==> src/rtl/dfe_pkg.sv <==
// Package for the DLE frame encoder: slot layout of one item's byte plan,
// register indexes, command codes and reset values. No dependencies.
`timescale 1ns / 1ps

package dfe_pkg;

  localparam int unsigned NSLOT  = 8;
  localparam int unsigned SLOT_W = $clog2(NSLOT);

  // Command codes carried in the input tuser bit.
  localparam logic CMD_START   = 1'b0;
  localparam logic CMD_PAYLOAD = 1'b1;

  // Configuration register indexes.
  localparam logic REG_ESCAPE = 1'b0;
  localparam logic REG_END    = 1'b1;

  localparam logic [7:0] ESCAPE_RESET = 8'd16;
  localparam logic [7:0] END_RESET    = 8'd3;
  localparam logic [7:0] CHK_BASE     = 8'hFF;

  // Fixed slot positions of the byte plan, in emission order.
  localparam logic [SLOT_W-1:0] SLOT_HEAD_ESC = 3'd0;
  localparam logic [SLOT_W-1:0] SLOT_ID_HI    = 3'd1;
  localparam logic [SLOT_W-1:0] SLOT_ID_LO    = 3'd2;
  localparam logic [SLOT_W-1:0] SLOT_LEN_HI   = 3'd3;
  localparam logic [SLOT_W-1:0] SLOT_LEN_LO   = 3'd4;
  localparam logic [SLOT_W-1:0] SLOT_CHK      = 3'd5;
  localparam logic [SLOT_W-1:0] SLOT_TAIL_ESC = 3'd6;
  localparam logic [SLOT_W-1:0] SLOT_END      = 3'd7;

  typedef struct packed {
    logic [7:0] data;
    logic       dbl;     // byte equals escape, send it twice
    logic       done;    // closing end-of-text byte
    logic       misuse;  // payload arrived with no open frame
  } slot_t;

  typedef struct packed {
    slot_t [NSLOT-1:0] slot;
    logic  [NSLOT-1:0] en;
  } plan_t;

endpackage

==> src/rtl/dfe_frame_ctl.sv <==
// Frame state and configuration registers of the DLE frame encoder; builds the
// byte plan of each accepted word. Depends on dfe_pkg.
`timescale 1ns / 1ps

module dfe_frame_ctl (
  input  logic          clk,
  input  logic          rst_n,
  input  logic          cfg_we,
  input  logic          cfg_index,
  input  logic [7:0]    cfg_wdata,
  input  logic          accept,
  input  logic          cmd,
  input  logic [15:0]   packet_id,
  input  logic [15:0]   frame_length,
  input  logic [7:0]    payload_byte,
  output dfe_pkg::plan_t plan
);
  import dfe_pkg::*;

  logic [7:0]  escape_r, end_r;
  logic [7:0]  running_sum_r, running_sum_nxt;
  logic [15:0] remaining_r, remaining_nxt;
  logic        open_r, open_nxt;

  logic [7:0]  hdr_sum, pay_sum, chk;
  logic        trailer;

  assign hdr_sum = packet_id[15:8] + packet_id[7:0] + frame_length[15:8] + frame_length[7:0];
  assign pay_sum = running_sum_r + payload_byte;

  always_comb begin
    plan            = '0;
    running_sum_nxt = running_sum_r;
    remaining_nxt   = remaining_r;
    open_nxt        = open_r;
    trailer         = 1'b0;
    chk             = CHK_BASE - hdr_sum;
    unique case (cmd)
      CMD_START: begin
        running_sum_nxt = hdr_sum;
        remaining_nxt   = frame_length;
        trailer         = (frame_length == 16'd0);
        open_nxt        = !trailer;
        plan.en[SLOT_HEAD_ESC]        = 1'b1;
        plan.slot[SLOT_HEAD_ESC].data = escape_r;
        plan.en[SLOT_ID_HI]           = 1'b1;
        plan.slot[SLOT_ID_HI].data    = packet_id[15:8];
        plan.en[SLOT_ID_LO]           = 1'b1;
        plan.slot[SLOT_ID_LO].data    = packet_id[7:0];
        plan.en[SLOT_LEN_HI]          = 1'b1;
        plan.slot[SLOT_LEN_HI].data   = frame_length[15:8];
        plan.en[SLOT_LEN_LO]          = 1'b1;
        plan.slot[SLOT_LEN_LO].data   = frame_length[7:0];
        plan.slot[SLOT_ID_HI].dbl     = (packet_id[15:8] == escape_r);
        plan.slot[SLOT_ID_LO].dbl     = (packet_id[7:0] == escape_r);
        plan.slot[SLOT_LEN_HI].dbl    = (frame_length[15:8] == escape_r);
        plan.slot[SLOT_LEN_LO].dbl    = (frame_length[7:0] == escape_r);
      end
      CMD_PAYLOAD: begin
        if (open_r) begin
          chk             = CHK_BASE - pay_sum;
          running_sum_nxt = pay_sum;
          remaining_nxt   = remaining_r - 16'd1;
          trailer         = (remaining_r == 16'd1);
          open_nxt        = !trailer;
          plan.en[SLOT_ID_HI]        = 1'b1;
          plan.slot[SLOT_ID_HI].data = payload_byte;
          plan.slot[SLOT_ID_HI].dbl  = (payload_byte == escape_r);
        end else begin
          // The byte is dropped; a single flagged zero byte reports it.
          plan.en[SLOT_HEAD_ESC]          = 1'b1;
          plan.slot[SLOT_HEAD_ESC].misuse = 1'b1;
        end
      end
      default: ;
    endcase
    if (trailer) begin
      plan.en[SLOT_CHK]             = 1'b1;
      plan.slot[SLOT_CHK].data      = chk;
      plan.slot[SLOT_CHK].dbl       = (chk == escape_r);
      plan.en[SLOT_TAIL_ESC]        = 1'b1;
      plan.slot[SLOT_TAIL_ESC].data = escape_r;
      plan.en[SLOT_END]             = 1'b1;
      plan.slot[SLOT_END].data      = end_r;
      plan.slot[SLOT_END].done      = 1'b1;
    end
  end

  always_ff @(posedge clk) begin
    if (!rst_n) begin
      escape_r      <= ESCAPE_RESET;
      end_r         <= END_RESET;
      running_sum_r <= '0;
      remaining_r   <= '0;
      open_r        <= 1'b0;
    end else begin
      if (cfg_we && cfg_index == REG_ESCAPE) escape_r <= cfg_wdata;
      if (cfg_we && cfg_index == REG_END)    end_r    <= cfg_wdata;
      if (accept) begin
        running_sum_r <= running_sum_nxt;
        remaining_r   <= remaining_nxt;
        open_r        <= open_nxt;
      end
    end
  end

endmodule

==> src/rtl/dfe_byte_emit.sv <==
// Byte sequencer of the DLE frame encoder: holds one word's plan and sends its
// bytes, one per cycle unless the output stalls, through the output register. Depends on dfe_pkg.
`timescale 1ns / 1ps

module dfe_byte_emit (
  input  logic           clk,
  input  logic           rst_n,
  input  logic           load,
  input  dfe_pkg::plan_t plan,
  output logic           ready,
  output logic           out_tvalid,
  input  logic           out_tready,
  output logic [7:0]     out_tdata,
  output logic           out_tlast,
  output logic [1:0]     out_tuser
);
  import dfe_pkg::*;

  plan_t             plan_r;
  logic [NSLOT-1:0]  mask_r, mask_nxt, mask_left;
  logic              dup_r, dup_nxt;
  logic              valid_r, valid_nxt;
  logic [7:0]        data_r;
  logic              last_r, done_r, misuse_r;
  logic [SLOT_W-1:0] cur_idx;
  slot_t             cur;
  logic              busy, fire, slot_end, item_end;

  always_comb begin
    cur_idx = '0;
    for (int i = NSLOT - 1; i >= 0; i--) begin
      if (mask_r[i]) cur_idx = SLOT_W'(i);
    end
  end

  assign cur       = plan_r.slot[cur_idx];
  assign busy      = |mask_r;
  assign fire      = busy && (!valid_r || out_tready);
  assign slot_end  = !(cur.dbl && !dup_r);
  assign mask_left = mask_r & ~(NSLOT'(1) << cur_idx);
  assign item_end  = slot_end && (mask_left == '0);
  assign ready     = !busy || (fire && item_end);

  always_comb begin
    mask_nxt  = mask_r;
    dup_nxt   = dup_r;
    valid_nxt = valid_r;
    if (fire) begin
      valid_nxt = 1'b1;
      dup_nxt   = !slot_end;
      if (slot_end) mask_nxt = mask_left;
    end else if (out_tready) begin
      valid_nxt = 1'b0;
    end
    if (load) begin
      mask_nxt = plan.en;
      dup_nxt  = 1'b0;
    end
  end

  always_ff @(posedge clk) begin
    if (!rst_n) begin
      mask_r  <= '0;
      dup_r   <= 1'b0;
      valid_r <= 1'b0;
    end else begin
      mask_r  <= mask_nxt;
      dup_r   <= dup_nxt;
      valid_r <= valid_nxt;
    end
  end

  always_ff @(posedge clk) begin
    if (load) plan_r <= plan;
    if (fire) begin
      data_r   <= cur.data;
      last_r   <= item_end;
      done_r   <= cur.done;
      misuse_r <= cur.misuse;
    end
  end

  assign out_tvalid = valid_r;
  assign out_tdata  = data_r;
  assign out_tlast  = last_r;
  assign out_tuser  = {misuse_r, done_r};

endmodule

==> src/rtl/dle_frame_encoder.sv <==
// DLE frame encoder: an accepted word passes into a byte plan register and its
// bytes leave one per cycle, unless the receiver stalls, through the output register.
// A word emits 1 to 12 bytes, all through the single output byte lane; the next
// word is taken in the cycle its predecessor's last byte issues.
// Reset (rst_n low, synchronous) closes any frame, clears the sum and the count,
// empties the output and restores escape 16 and end-of-text 3.
`timescale 1ns / 1ps

module dle_frame_encoder (
  input  logic        clk,
  input  logic        rst_n,
  input  logic        cfg_we,
  input  logic        cfg_index,
  input  logic [7:0]  cfg_wdata,
  input  logic        in_tvalid,
  output logic        in_tready,
  input  logic [39:0] in_tdata,   // packet_id[15:0], frame_length[31:16], payload_byte[39:32]
  input  logic        in_tuser,   // cmd: 0 start frame, 1 payload byte
  output logic        out_tvalid,
  input  logic        out_tready,
  output logic [7:0]  out_tdata,  // out_byte[7:0]
  output logic        out_tlast,  // last byte caused by the input word
  output logic [1:0]  out_tuser   // frame_done[0], misuse[1]
);
  import dfe_pkg::*;

  plan_t plan;
  logic  accept;

  // A word is accepted whenever the sequencer has no plan left or is sending
  // the final byte of the current plan in this cycle.
  assign accept = in_tvalid && in_tready;

  // The controller owns the frame state and builds the plan: every header,
  // payload and trailer byte sits in a fixed slot with its doubling flag.
  dfe_frame_ctl u_ctl (
    .clk          (clk),
    .rst_n        (rst_n),
    .cfg_we       (cfg_we),
    .cfg_index    (cfg_index),
    .cfg_wdata    (cfg_wdata),
    .accept       (accept),
    .cmd          (in_tuser),
    .packet_id    (in_tdata[15:0]),
    .frame_length (in_tdata[31:16]),
    .payload_byte (in_tdata[39:32]),
    .plan         (plan)
  );

  // The sequencer walks the enabled slots in order and repeats doubled ones.
  dfe_byte_emit u_emit (
    .clk        (clk),
    .rst_n      (rst_n),
    .load       (accept),
    .plan       (plan),
    .ready      (in_tready),
    .out_tvalid (out_tvalid),
    .out_tready (out_tready),
    .out_tdata  (out_tdata),
    .out_tlast  (out_tlast),
    .out_tuser  (out_tuser)
  );

endmodule

==> config.mk <==
export PLATFORM = sky130hd
export DESIGN_NAME = dle_frame_encoder
export DESIGN_NICKNAME = d
export VERILOG_FILES = /design/src/rtl/dfe_pkg.sv /design/src/rtl/dfe_frame_ctl.sv /design/src/rtl/dfe_byte_emit.sv /design/src/rtl/dle_frame_encoder.sv
export SDC_FILE = /design/constraint.sdc
export NUM_CORES = 1
export LEC_CHECK = 0
export ABC_AREA = 0
export ABC_CLOCK_PERIOD_IN_PS = 15500
export BUFFER_PORTS_ARGS = -buffer_cell sky130_fd_sc_hd__buf_2
export CAP_MARGIN = 20
export CORE_MARGIN = 2
export CORE_UTILIZATION = 40
export CTS_BUF_LIST = sky130_fd_sc_hd__clkbuf_4
export CTS_CLUSTER_DIAMETER = 120
export CTS_CLUSTER_SIZE = 8
export DETAILED_ROUTE_END_ITERATION = 12
export PLACE_DENSITY = 0.66
export SLEW_MARGIN = 30
export SYNTH_ARGS = -nofsm -noshare
export SYNTH_HDL_FRONTEND = slang
export SYNTH_HIERARCHICAL = 1
export SYNTH_SLANG_ARGS = --single-unit
==> constraint.sdc <==
create_clock -name clk -period 15.5 [get_ports clk]
set_input_delay 4.65 -clock clk [delete_from_list [all_inputs] [get_ports clk]]
set_output_delay 4.65 -clock clk [all_outputs]
set_load 0.005 [all_outputs]
## Word level (Yosys, flattened, before mapping)

Cells that the tools add are included.

| operators by class | value |
|---|---|
| add/sub/neg operators | 7 |
| order comparisons | 1 |
| equal/unequal tests | 9 |
| shift operators | 1 |
| multiplexer cells | 33 |
| bitwise operators | 5 |
| reduce and logical (&&, ||, !) cells | 23 |

Operators with widths:

| operator | number |
|---|---|
| equality test 8 bit | 6 |
| 2-to-1 mux 8 bit | 6 |
| binary-select mux 11 bit (select 3 bit) | 1 |
| adder 8 bit | 4 |
| case mux 16 bit (2 select lines) | 1 |
| 2-to-1 mux 3 bit | 10 |
| case mux 9 bit (2 select lines) | 1 |
| equality test 16 x 1 -> 1 bit (second input constant) | 1 |
| zero test 16 bit | 1 |
| 2-to-1 mux 16 bit | 1 |
| case mux 8 bit (2 select lines) | 1 |
| subtractor 16 x 1 -> 16 bit (second input constant) | 1 |
| subtractor 8 bit (first input constant) | 2 |
| 2-to-1 mux 11 bit | 1 |
| 2-to-1 mux 9 bit | 1 |
| bitwise AND 8 bit | 1 |
| zero test 8 bit | 1 |
| inverter 8 bit | 1 |
| OR reduction 8 bit | 1 |
| left shift 1 x 3 -> 8 bit (first input constant) | 1 |
| logical AND 1 bit | 7 |
| 2-to-1 mux 1 bit | 7 |
| zero test 1 bit | 6 |
| < comparator 3 x 4 -> 1 bit (second input constant) | 1 |
| other kinds (9) | 15 |

| word-level totals | value |
|---|---|
| register bits after elaboration | 133 |
| output and inout bits | 13 |

## Logic depth before layout (Yosys ltp)

| logic depth | value |
|---|---|
| depth in word-level cells | 18 |
| mapped depth | 14 |

## By module

The synthesis kept the hierarchy.

Modules (own cells, without submodules):

| module | times used | cells each | area an instance (µm²) | seq. area each (µm²) |
|---|---|---|---|---|
| dfe_byte_emit | 1 | 302 | 4441.8 | 3173.0 |
| dfe_frame_ctl | 1 | 586 | 4269.1 | 820.8 |
| dle_frame_encoder | 1 | 1 | 6.3 | 0.0 |

## Worst setup path after synthesis

OpenSTA, ideal clock, no wires.

| timing path | value |
|---|---|
| kind | input port to output port |
| start point | input port out_tready |
| end point | output port in_tready |
| data arrival time | 5.004 ns |
| data required time | 10.850 ns |
| path slack | 5.846 ns |
| cell stages on the path | 2 |
| path buffers | 0 |
| cell sequence | nor2b_1 > o31ai_1 |

| on the way | value |
|---|---|
| word-level cells in the longest chain between the ends | 4 |

Ends and longest elaborated chain:

| element | RTL line | text |
|---|---|---|
| start, declared | dle_frame_encoder.sv:20 | `input logic out_tready,` |
| logical OR 1 bit | dfe_byte_emit.sv:38 | `assign fire = busy && (!valid_r \|\| out_tready);` |
| logical AND 1 bit | dfe_byte_emit.sv:38 |  |
| logical AND 1 bit | dfe_byte_emit.sv:42 | `assign ready = !busy \|\| (fire && item_end);` |
| logical OR 1 bit | dfe_byte_emit.sv:42 |  |
| end, declared | dle_frame_encoder.sv:16 | `output logic in_tready,` |

No other way between the ends.

## Final worst setup path

Same ends and word-level chain as after synthesis.

==> impl_metrics.py <==
metrics = {
    "sta": {
        "max_freq_mhz": 100.8,
        "maxSlewViolCount": 0,
        "finClkSkew_ns": 0.02684,
        "finalHoldViolCount": 0,
        "tns_ns": 0,
        "grt_setup_unrepaired": "no",
        "slew_headroom_pct": 46.29,
        "period_share_pct": 63.97,
        "setup-violations-final": 0,
        "worst_pin_slew_ns": 0.8057,
        "min_period_ns": 9.916,
        "whs_ns": 0.4686,
    },
    "grt": {
        "grt_util_met1_pct": 28.72,
        "antenna_found_initial": 0,
        "grt_max_degree": 77,
        "use_met2_pct": 31.38,
        "grt.busiest_layer": "met2",
        "grt_pass1_vias": 6294,
        "grt-ovfl-total": 0,
        "grt_usage_pct": 20.53,
        "grt_pass1_wl_mm": 35.06,
        "met3_usage_pct": 4.042,
    },
    "setup_path": {
        "worstPathMaxFanout": 4,
        "crit_top_cell": "buf_2",
        "regToRegStartpoint": "u_emit/mask_r[7]$_SDFFE_PN0P_",
        "path_cells": "buf_2 > nor2b_1 > o31ai_1 > buf_2",
        "cpPeakStageDelay_ns": 0.31,
        "path_class": "input port to primary output",
        "worstPathRequired_ns": 10.85,
        "cp_slowest_cell": "o31ai_1",
        "cp_num_buf_inv": 2,
        "crit_path_start_kind": "input port",
        "critical_path.top_delay_family": "compound AO/OA/AOI/OAI gates",
        "cp.arrival_ns": 5.27,
        "endpoint_kind": "primary output",
        "crit_path_start": "out_tready",
    },
    "run_status": {
        "status": "completed",
    },
    "floorplanning": {
        "io_pins": 68,
        "core_um2": 21620,
        "initial_utilization_pct": 40.32,
        "die_h_um": 151.6,
        "fp.dieArea_um2": 22990,
        "rows": 54,
        "die_w_um": 151.6,
    },
    "power": {
        "ir_drop_mv": 0.07221,
        "p_per_area_nw_per_um2": 175.0,
        "leakage_nw": 3.678,
        "power.total_w": 0.001650,
    },
    "synth": {
        "synth_edf_count": 99,
        "yosysWarningCount": 6,
        "synth_ff_type": "edfxtp_1",
        "ys_seq_elements": 150,
        "ys_seq_area_share_pct": 45.82,
        "yosys.area.top_type_share_pct": 34.10,
        "async_reset_ff_share_pct": 0,
        "syn-cell-area_um2": 8717,
        "yosysUniqueCellTypes": 74,
        "netlist_instances": 889,
        "synth_area_per_cell_um2": 9.806,
        "yosys.area.top_type": "edfxtp_1",
        "yosys-top-cells-area": "edfxtp_1 34%, dfxtp_1 12%, xnor2_1 3.8%",
    },
    "cells_and_area": {
        "final_cell_count_no_fill": 1218,
        "area_growth_pct": 8.181,
        "num_antenna_cells": 0,
        "final_nets": 1011,
        "drive_above_1_share_pct": 14.71,
        "fill_cells": 2106,
    },
    "clock_tree": {
        "cts-buffers-inserted": 17,
        "cts_sinks": 150,
        "ctsLongestPathBuffers": 2,
        "cts_setup_buffers": 0,
        "clkLatencyLatePin_ns": 0.58,
        "hold_buffers": 0,
        "path_clk_slew_ns": 0.14,
        "cts_tree": "built",
        "htreeDepth": 4,
        "cts-root-buf": "clkbuf_4",
        "post_cts_resized": 0,
    },
    "min_path": {
        "worstHoldPathType": "flip-flop to flip-flop",
        "min-delay-start": "u_ctl/end_r[7]$_SDFFE_PN0P_",
    },
    "route": {
        "wl_per_cell_um": 18.89,
        "vias_per_cell": 5.519,
        "firstDrtPassIters": 6,
        "wl_mm": 23.01,
        "remaining_drc_errors": 0,
        "drt-initial-drc-count": 562,
        "ant_nets": 0,
        "dr_total_vias": 6722,
    },
    "placed_design": {
        "gp_congestion": 0.9095,
        "place_hpwl_mm": 16.29,
        "placed_cells": 1186,
        "port_buffers": 67,
    },
    "job": {
        "drv_cap": 0,
    },
}
[final cells by class]
class                   count  area (µm²)  area share [%]
well taps                 280       350.3           3.715
inverters                  74       277.8           2.945
multi-input cells         606        4121           43.70
repair buffers             76       402.9           4.272
flip-flops and latches    150        3994           42.35
clock buffers              18       135.1           1.433
clock inverters            14       148.9           1.579
[tightest hold or removal path, cell delays in order (launching register included)]
cell	delay (ns)
dfxtp_1	0.34
nand2_1	0.05
a21oi_1	0.05
[kinds of logic (layout without fill, tap and decap cells)]
| logic type | after synthesis | after routing | share of synthesized area [%] |
|---|---|---|---|
| simple gates | 261 | 261 | 14.84 |
| compound gates | 208 | 208 | 16.41 |
| flops | 150 | 150 | 45.82 |
| buf+inv | 149 | 182 | 7.765 |
| xor+xnor | 63 | 63 | 6.330 |
| fa+ha+maj | 32 | 32 | 5.856 |
| mux | 25 | 25 | 2.942 |
| other cells | 1 | 17 | 0.04302 |
[final timing paths]
kind	to	slack, ns	depth (start not counted)
max	in_tready	5.58	4
min	u_ctl/end_r[7]$_SDFFE_PN0P_	0.47	2
max reg2reg	u_ctl/running_sum_r[7]$_SDFFE_PN0P_	11.54	8
min reg2reg	u_ctl/end_r[7]$_SDFFE_PN0P_	0.47	2
[metal layers]
layer,up-vias,share of wire [%]
met3,50,7.5
met5,-,0
met1,3201,45
met2,290,45
met4,0,3.1
li1,3181,-
[registers in the layout (all words and copies together) (netlist names), 8 cells and up]
register	flops
u_ctl/remaining_r	16
u_ctl/end_r	8
u_emit/mask_r	8
u_emit/plan_r	88
u_ctl/escape_r	8
u_ctl/running_sum_r	8
u_emit/out_tdata	8
[report_power, final]
part	switching (W)	internal [W]
sequential	0.0000720	0.000621
combinational	0.000444	0.000260
clock	0.000154	0.0000995
[layout by cell type (no fill, tap or decap), types with 34 or more instances in the layout]
cell and instances:
xnor2_1 38, nand2_1 82, buf_2 67, nor2_1 74
dfxtp_1 51, nor2b_1 34, o21ai_0 47, edfxtp_1 99
inv_1 69, a21oi_1 44
[synth_stat cells, types with 8 or more instances]
| library cell | instances |
|---|---|
| a211oi_1 | 12 |
| a21oi_1 | 44 |
| a221oi_1 | 21 |
| a22oi_1 | 12 |
| and2_1 | 8 |
| buf_4 | 27 |
| clkbuf_1 | 34 |
| dfxtp_1 | 51 |
| edfxtp_1 | 99 |
| fa_1 | 15 |
| ha_1 | 16 |
| inv_1 | 70 |
| mux2i_1 | 20 |
| nand2_1 | 82 |
| nand3_1 | 10 |
| nand4_1 | 8 |
| nor2_1 | 74 |
| nor2b_1 | 34 |
| nor4_1 | 10 |
| o21ai_0 | 47 |
| o2bb2ai_1 | 11 |
| xnor2_1 | 38 |
| xor2_1 | 25 |
[metrics by stage]
stage / setup WS [ns] / util (%) / instance area [µm²]
2_1_floorplan: 5.846 / - / 8777
3_3_place_gp: 5.620 / 42.30 / 9146
3_5_place_dp: 5.569 / 42.30 / 9146
4_1_cts: 5.565 / 43.62 / 9430
5_1_grt: 5.515 / 43.62 / 9430
6_report: 5.584 / 43.62 / 9430
(Power assumes the default switching activity.)
